===== src/hw/rtl/rlns_ram.sv =====
// Generic simple dual port RAM with one write port and a registered read.
// No dependencies.
module rlns_ram #(
  parameter int WIDTH = 8,
  parameter int DEPTH = 64
) (
  input  logic                     clk_i,
  input  logic                     we_i,
  input  logic [$clog2(DEPTH)-1:0] waddr_i,
  input  logic [WIDTH-1:0]         wdata_i,
  input  logic [$clog2(DEPTH)-1:0] raddr_i,
  output logic [WIDTH-1:0]         rdata_o
);

  logic [WIDTH-1:0] mem_q [DEPTH];
  logic [WIDTH-1:0] rdata_q;

  always_ff @(posedge clk_i) begin
    if (we_i) begin
      mem_q[waddr_i] <= wdata_i;
    end
    rdata_q <= mem_q[raddr_i];
  end

  assign rdata_o = rdata_q;

endmodule


===== config.mk =====
export PLATFORM = sky130hd
export DESIGN_NAME = rlns_ram
export DESIGN_NICKNAME = d
export VERILOG_FILES = /design/src/hw/rtl/rlns_ram.sv
export SDC_FILE = /design/constraint.sdc
export NUM_CORES = 1
export LEC_CHECK = 0
export ABC_CLOCK_PERIOD_IN_PS = 2190
export BUFFER_PORTS_ARGS = -buffer_cell sky130_fd_sc_hd__buf_4
export CAP_MARGIN = 20
export CORE_ASPECT_RATIO = 1.5
export CORE_MARGIN = 8
export CORE_UTILIZATION = 24
export CTS_CLUSTER_DIAMETER = 120
export DETAILED_ROUTE_END_ITERATION = 8
export SETUP_SLACK_MARGIN = 0.1
export SLEW_MARGIN = 20
export SYNTH_ARGS = -nofsm -noshare
export SYNTH_HDL_FRONTEND = slang
export SYNTH_SLANG_ARGS = --single-unit

===== constraint.sdc =====
create_clock -name clk_i -period 2.19 [get_ports clk_i]
set_input_delay 0 -clock clk_i [delete_from_list [all_inputs] [get_ports clk_i]]
set_output_delay 0 -clock clk_i [all_outputs]
set_load 0.05 [all_outputs]

==> flow_metrics.tcl <==
set metrics [dict create \
    finalWeightedCongestion 0.7783 \
    synth_most_common_cell "edfxtp_1" \
    die-width_um 252.7 \
    cts_inserted_buffers 42 \
    cts_root_buffer "clkbuf_16" \
    max_stage_delay_ns 0.51 \
    ys_warn_count 0 \
    synth_common_cells "edfxtp_1, mux4_2, nor2_1, mux2i_1, nand2_1" \
    cts_setup_buffers 0 \
    relSlewSlack_pct 48.51 \
    critPathKind "register to register" \
    ys_ff_latch 520 \
    synth_nets 962 \
    antenna_found_initial 4 \
    worst_ep_required_time_ns 2.64 \
    num_rows 130 \
    dp_slack_ns -0.1024 \
    leakage_nw 7.466 \
    final_max_slew_viol_count 0 \
    drive_gt1_share_pct 31.52 \
    arrival_ns 2.47 \
    post-route-period-util_pct 92.47 \
    gr-total-overflow 0 \
    clk_pin_slew_ns 0.07 \
    coreArea_um2 83440 \
    outcome "completed" \
    synth_seq_area_share_pct 77.03 \
    netlist.area_leader.share_pct 76.24 \
    start_util_pct 24.17 \
    fp.dieH_um 371.0 \
    ys_types 40 \
    endpoint_kind "register" \
    drt-total-wl_um 46420 \
    vdd_drop_max_mv 0.4788 \
    syn_inst 940 \
    worstPathCellList "mux4_2 -> mux4_2 -> nor2_1 -> nor3_1 -> o2bb2ai_1" \
    synth_area_leaders "edfxtp_1, mux4_2, nor2_1, mux2i_1, dfxtp_1" \
    finalCriticalPeriod_ns 2.025 \
    post-place-cells 2161 \
    clock_path_buffers 3 \
    grt_pass1_vias 10360 \
    stdcell_count 2247 \
    post-route-util_pct 28.71 \
    fin_ws_ns 0.1650 \
    clock.fmax_mhz 493.8 \
    fill_cells 8060 \
    critPathBufInv 0 \
    worstSetupStartpointType "register" \
    cts.sinks 520 \
    drtIter0Drc 764 \
    synth_top_area_cell "edfxtp_1" \
    drc 0 \
    port-buffer-count 29 \
    postCtsHoldBufs 7 \
    ioPinCount 30 \
    synthFlopType "edfxtp_1" \
    via_per_inst 4.293 \
    track_usage_pct 9.769 \
    placed_cell_area_um2 22460 \
    crit_family "multiplexers" \
    clkLatencyLatePin_ns 0.56 \
    p_per_area_nw_per_um2 834.9 \
    crit_path_top_delay_cell "mux4_2" \
    num-nets-final 1112 \
    dr.pass1.iters 5 \
    min_path_type "primary input to register" \
    postLayoutCellArea_um2 23960 \
    crit_top_cell "mux4_2" \
    setup_viol 0 \
    tns_ns 0 \
    critPathMaxFanout 1 \
    clock_skew_ns 0.01659 \
    detail_route.wl_per_cell_um 20.66 \
    h-tree-depth 2 \
    dieArea_um2 93750 \
    grt_setup_unrepaired "no" \
    syn_avg_cell_area_um2 21.45 \
    worst_pin_slew_ns 0.7724 \
    netlist_area_um2 20170 \
    grt_max_degree 65 \
    grt_pass1_wl_um 68180 \
    antenna_left 0 \
    synth-async-reset-ratio_pct 0 \
    hold_viol 0 \
    maxCapViolations 0 \
    vias 9647 \
    areaGrowthSynthToFinish_pct 18.79 \
    synth_edf_count 512 \
    cts_tree "done" \
    cts_resized 0 \
    place_hpwl_um 30750 \
]
## state kept, by name, summed over array words and instances, names as in the netlist
register and cells:
mem_q 512, rdata_o 8
## cell type report
type / count / area [um2] / area share, %
flip-flops and latches: 520 / 15530 / 64.85
multi-input cells: 369 / 4315 / 18.01
well taps: 1122 / 1404 / 5.860
repair buffers: 157 / 1277 / 5.333
clock buffers: 54 / 1170 / 4.884
clock inverters: 23 / 249.0 / 1.039
diodes: 2 / 5.005 / 0.02089
## metrics by stage
stage | hold WS (ns) | total power [mW]
floorplan | 0.09887 | 11.90
global placement | 0.3680 | 12.43
detailed placement | 0.3735 | 12.45
CTS | 0.008018 | 20.19
global route | 0.01257 | 20.55
finish | 0.0001084 | 20.00
## metal layers
layer	GRT usage, %	routed length [um]
met1	10.90	17470
met2	18.41	25560
met3	1.458	1909
met4	3.778	1453
met5	0	26
## report_power, final
group	internal [mW]	switching, mW
sequential	11.0	0.0295
combinational	0.466	0.709
clock	4.39	3.40
## cell usage in the layout (no fill, tap or decap), types with 3 or more instances in the layout
master         count
dlygate4sd3_1      7
buf_12             6
dfxtp_1            8
bufinv_16          5
o2bb2ai_1          3
nand2_1           19
nand2b_1           7
clkbuf_1           8
buf_4            143
clkbuf_16         45
mux2_2            13
o22ai_1            8
a21oi_1            3
a211oi_1           4
mux4_2           126
clkinv_1           6
nor2b_1           14
edfxtp_1         512
nand3b_1           3
o221ai_1           8
a221oi_1           6
o2111ai_1          3
nand3_1           13
a22oi_1            3
clkinv_2           7
mux2i_1           23
nor3_1             7
nor2_1            83
## final timing paths
path	from	to	slack [ns]	depth (start not counted)
min	wdata_i[5]	mem_q[12][5]	0.0001	1
max reg2reg	mem_q[13][2]	rdata_o[2]	0.17	5
max	mem_q[13][2]	rdata_o[2]	0.17	5
min reg2reg	mem_q[30][4]	rdata_o[4]	0.88	3
## logic make-up after synthesis
kind of cell	share of synthesized area (%)
DFF	77.03
muxes	15.94
and+or+nand+nor	3.387
AOI/OAI and AO/OA	2.072
buffers and inverters	1.570
Note: power is estimated with default switching activity, not from simulation.
