==> config.mk <==
export PLATFORM = sky130hd
export DESIGN_NAME = rlns_topk
export DESIGN_NICKNAME = d
export VERILOG_FILES = /design/src/hw/rtl/rlns_pkg.sv /design/src/hw/rtl/rlns_topk.sv
export SDC_FILE = /design/constraint.sdc
export NUM_CORES = 1
export LEC_CHECK = 0
export ABC_AREA = 1
export BUFFER_PORTS_ARGS = -buffer_cell sky130_fd_sc_hd__buf_2
export CAP_MARGIN = 20
export CORE_ASPECT_RATIO = 1.75
export CORE_UTILIZATION = 58
export CTS_CLUSTER_SIZE = 8
export DETAILED_ROUTE_END_ITERATION = 10
export PLACE_DENSITY = 0.75
export SLEW_MARGIN = 0
export SYNTH_ARGS = -nofsm -noshare
export SYNTH_HDL_FRONTEND = slang
export SYNTH_SLANG_ARGS = --single-unit
==> constraint.sdc <==
create_clock -name clk_i -period 5.76 [get_ports clk_i]
set_clock_uncertainty 0.1 [all_clocks]
set_input_delay 0.864 -clock clk_i [delete_from_list [all_inputs] [get_ports clk_i]]
set_output_delay 0.864 -clock clk_i [all_outputs]
set_load 0.03 [all_outputs]
==> src/hw/rtl/rlns_pkg.sv <==
// Package for the radius limited nearest selector.
// Holds default sizes, request codes, word types and the control state type.
// No dependencies.
package rlns_pkg;

  localparam int TABLE_DEPTH_DEF = 64;
  localparam int MAX_SELECT_DEF  = 8;

  localparam int SLOT_IDX_W = 6;
  localparam int COORD_W    = 16;
  localparam int RADIUS_W   = 16;
  localparam int DIST_W     = 34;
  localparam int SQ_W       = 32;

  localparam logic REQ_WRITE = 1'b0;
  localparam logic REQ_QUERY = 1'b1;

  typedef struct packed {
    logic                         req_type;
    logic [SLOT_IDX_W-1:0]        slot_index;
    logic                         slot_valid;
    logic                         slot_enabled;
    logic signed [COORD_W-1:0]    pos_x;
    logic signed [COORD_W-1:0]    pos_y;
    logic signed [COORD_W-1:0]    pos_z;
    logic [RADIUS_W-1:0]          radius;
  } req_word_t;

  typedef struct packed {
    logic [SLOT_IDX_W-1:0] hit_slot;
    logic [DIST_W-1:0]     hit_dist_sq;
    logic                  hit_found;
    logic                  last;
  } rsp_word_t;

  typedef struct packed {
    logic clear;
    logic insert;
    logic pop;
  } sel_ctrl_t;

  typedef enum logic [1:0] {
    ST_IDLE,
    ST_SCAN,
    ST_DRAIN,
    ST_EMIT
  } rlns_state_e;

endpackage

==> src/hw/rtl/rlns_topk.sv <==
// Sorted list of the nearest hits found so far, nearest at the head.
// Inserts one candidate per cycle and shifts out from the head; uses rlns_pkg.
module rlns_topk #(
  parameter int MAX_SELECT = rlns_pkg::MAX_SELECT_DEF
) (
  input  logic                               clk_i,
  input  logic                               rst_ni,
  input  rlns_pkg::sel_ctrl_t                ctrl_i,
  input  logic [rlns_pkg::DIST_W-1:0]        cand_dist_i,
  input  logic [rlns_pkg::SLOT_IDX_W-1:0]    cand_slot_i,
  output logic [rlns_pkg::DIST_W-1:0]        head_dist_o,
  output logic [rlns_pkg::SLOT_IDX_W-1:0]    head_slot_o,
  output logic [$clog2(MAX_SELECT+1)-1:0]    count_o
);
  import rlns_pkg::*;

  localparam int CNT_W = $clog2(MAX_SELECT + 1);

  logic [DIST_W-1:0]     dist_q [MAX_SELECT];
  logic [DIST_W-1:0]     dist_d [MAX_SELECT];
  logic [SLOT_IDX_W-1:0] slot_q [MAX_SELECT];
  logic [SLOT_IDX_W-1:0] slot_d [MAX_SELECT];
  logic [MAX_SELECT-1:0] ins;
  logic [CNT_W-1:0]      cnt_q, cnt_d;

  for (genvar k = 0; k < MAX_SELECT; k++) begin : g_entry
    logic          first_ins;
    logic          shift_in;
    logic [DIST_W-1:0]     up_dist;
    logic [SLOT_IDX_W-1:0] up_slot;

    assign ins[k] = (CNT_W'(k) >= cnt_q) || (cand_dist_i < dist_q[k]);

    if (k == 0) begin : g_first
      assign first_ins = ins[k];
      assign shift_in  = 1'b0;
      assign up_dist   = dist_q[k];
      assign up_slot   = slot_q[k];
    end else begin : g_rest
      assign first_ins = ins[k] && !ins[k-1];
      assign shift_in  = ins[k] && ins[k-1];
      assign up_dist   = dist_q[k-1];
      assign up_slot   = slot_q[k-1];
    end

    always_comb begin
      dist_d[k] = dist_q[k];
      slot_d[k] = slot_q[k];
      if (ctrl_i.insert) begin
        if (first_ins) begin
          dist_d[k] = cand_dist_i;
          slot_d[k] = cand_slot_i;
        end else if (shift_in) begin
          dist_d[k] = up_dist;
          slot_d[k] = up_slot;
        end
      end else if (ctrl_i.pop) begin
        if (k < MAX_SELECT - 1) begin
          dist_d[k] = dist_q[(k + 1) % MAX_SELECT];
          slot_d[k] = slot_q[(k + 1) % MAX_SELECT];
        end
      end
    end

    always_ff @(posedge clk_i) begin
      dist_q[k] <= dist_d[k];
      slot_q[k] <= slot_d[k];
    end
  end

  always_comb begin
    cnt_d = cnt_q;
    if (ctrl_i.clear) begin
      cnt_d = '0;
    end else if (ctrl_i.insert) begin
      if (cnt_q < CNT_W'(MAX_SELECT)) begin
        cnt_d = cnt_q + CNT_W'(1);
      end
    end else if (ctrl_i.pop) begin
      if (cnt_q != '0) begin
        cnt_d = cnt_q - CNT_W'(1);
      end
    end
  end

  always_ff @(posedge clk_i or negedge rst_ni) begin
    if (!rst_ni) begin
      cnt_q <= '0;
    end else begin
      cnt_q <= cnt_d;
    end
  end

  assign head_dist_o = dist_q[0];
  assign head_slot_o = slot_q[0];
  assign count_o     = cnt_q;

endmodule

==> impl_metrics.tcl <==
set metrics [dict create \
    status "complete, no violations" \
    relSlewSlack_pct 21.58 \
    leakagePower_nw 13.73 \
    drt_iter0_drc 2155 \
    powerDensity_nw_per_um2 362.8 \
    irDropWorstVdd_v 0.0002395 \
    crit_fanout 22 \
    yosys-top-cells-area "edfxtp_1, nand2_1, ha_1" \
    fin_crit_ns 3.891 \
    cts.path.max_buffers 3 \
    finalWirelength_um 84220 \
    dieWidth_um 157.6 \
    cap_violations 0 \
    syn_inst 3288 \
    cts_hold_buffers 0 \
    yosysTopAreaCell "edfxtp_1" \
    grt_pass1_wl_um 128700 \
    seq_area_frac_synth_pct 39.51 \
    worst_setup_path_start_kind "input pin" \
    dieArea_um2 43230 \
    setup_viol 0 \
    placed_cell_area_um2 25320 \
    p_int_mw 5.824 \
    wl_per_cell_um 21.80 \
    syn_nets 3602 \
    first_pass_iters 6 \
    yosysWarnings 0 \
    p_comb_share_pct 36.4 \
    post_cts_resized 0 \
    area_growth_pct 8.380 \
    yosysMostFrequentCell "nand2_1" \
    critPathKind "in2reg" \
    clkLatencyLatePin_ns 0.57 \
    antenna_cells 0 \
    fp-row-count 99 \
    port_buffers 88 \
    cts_tree "built" \
    grt_max_degree 138 \
    synth_common_cells "nand2_1, nand3_1, inv_1" \
    end_kind "flip-flop" \
    grt_overflow 0 \
    period_share_pct 67.55 \
    ant_nets 0 \
    p_sw_share_pct 39.73 \
    grt.total_usage_pct 39.82 \
    drcViolationCount 0 \
    initial_core_util_pct 58.87 \
    power_frac_clock_pct 26.7 \
    synth_area_um2 24580 \
    sequentialPowerShare_pct 36.9 \
    io_pins 89 \
    drt-vias-per-instance 5.985 \
    synth_seq_cells 324 \
    switching_power_mw 3.839 \
    place.gp.congestion 0.9580 \
    core_um2 41740 \
    htree_num_levels 2 \
    hpwl_um 58240 \
    critPathArrivalTime_ns 4.00 \
    cts_setup_buffers 0 \
    fin_ws_ns 1.869 \
    finalHoldViolCount 0 \
    via_count 23120 \
    rrSetupSlack_ns 1.95 \
    drive_gt1_share_pct 6.409 \
    tightest_slew_ns 1.173 \
    cts-buffers-inserted 46 \
    worstHoldPathType "in2async" \
    synth_top_cell_area_share_pct 39.10 \
    synth_ff_type "edfxtp_1" \
    cts_num_sinks 324 \
    dp_slack_ns 1.378 \
    synth_cell_type_count 35 \
    die_y_um 274.3 \
    synthArstFlopShare_pct 1.235 \
    synth-edff-count 320 \
    syn_avg_cell_area_um2 7.474 \
    fillers 3701 \
    required_ns 5.87 \
    nNetsFinal 3601 \
    final_area_um2 26640 \
    antenna_found_initial 0 \
    rsz0062_at_grt "false" \
    clkTransAtPathRegs_ns 0.05 \
    tns_ns 0 \
    final-max-slew-violation-count 0 \
    fmax_mhz 257.0 \
    cts-root-buf "clkbuf_16" \
    grt_pass1_vias 23590 \
]
-- worst max-delay path, cell delays in order --
cell and delay, ns:
buf_2 0.26, ha_1 0.36, a21oi_1 0.16, o21ai_0 0.20, nand2_1 0.15, nand3_1 0.08, a21oi_1 0.32, nand3_1 0.21
a21oi_4 0.85, buf_4 0.53
-- final timing paths --
kind / to / depth (start not counted) / start
max: dist_q[1][120] / 10 / cand_dist_i[19]
min: count_o[2] / 1 / rst_ni
max reg2reg: dist_q[0][88] / 14 / dist_q[0][85]
min reg2reg: slot_q[1][15] / 2 / slot_q[1][21]
max in group asynchronous: count_o[1] / 1 / rst_ni
min in group clk_i: slot_q[1][15] / 2 / slot_q[1][21]
-- per-layer routing --
layer  vias up  part of all wire [%]  GRT usage (%)
met3       460                   7.8          6.022
met1     10700                    34          42.31
met5         -                     0              0
li1      10680                     -              -
met4         0                   9.7          36.18
met2      1277                    48          67.56
-- cell type report --
cell class	count	area, um^2	area share (%)
tap	555	694.4	2.607
clock inverter	4	63.81	0.2396
inverter	450	1697	6.370
multi-input combinational	2332	12380	46.47
timing repair buffer	133	870.8	3.269
clock buffer	65	1222	4.589
sequential	324	9709	36.45
-- power by group through the flow --
stage          Clock [mW]  Combinational [mW]  Sequential (mW)
4_1_cts              2.58                3.44             3.56
3_5_place_dp            0                3.42             3.60
2_1_floorplan           0                2.34             3.53
6_report             2.58                3.52             3.57
3_3_place_gp            0                3.32             3.58
5_1_grt              2.65                3.89             3.61
-- sequential cells by signal (all words and copies together), names as in the netlist --
register / count
dist_q: 272
count_o: 4
slot_q: 48
-- stage by stage --
stage / power, mW / std cells / util [%] / hold WS [ns]
after floorplan: 5.869 / 3288 / - / 0.3947
after global placement: 6.904 / 3793 / 60.66 / 0.4198
after detailed placement: 7.017 / 3793 / 60.66 / 0.4166
after CTS: 9.580 / 3862 / 63.74 / 0.01211
after global routing: 10.16 / 3863 / 63.81 / 0.007394
final: 9.662 / 3863 / 63.81 / 0.01487
-- logic make-up after synthesis --
logic type | synth area share (%)
AOI/OAI and AO/OA | 4.679
xor gates and xnor gates | 0.03564
DFF | 39.51
and+or+nand+nor | 31.49
buffers and inverters | 10.59
adders and majority gates | 13.70
-- placed cells by master, fill, tap and decap left out, types with 3 or more instances in the layout --
cell type,n
ha_1,269
inv_1,442
clkbuf_1,19
nor3_1,8
buf_12,5
inv_2,7
a21oi_4,7
nor2_1,105
nand2_1,1174
o21ai_1,8
nand4_1,22
a21o_1,16
buf_2,87
dfrtp_1,4
nand3_1,534
o21ai_4,7
buf_4,39
nand3b_1,6
edfxtp_1,320
o21ai_0,59
a21oi_1,98
nor2_2,3
clkbuf_16,46
Note: power is estimated with default switching activity, not from simulation.
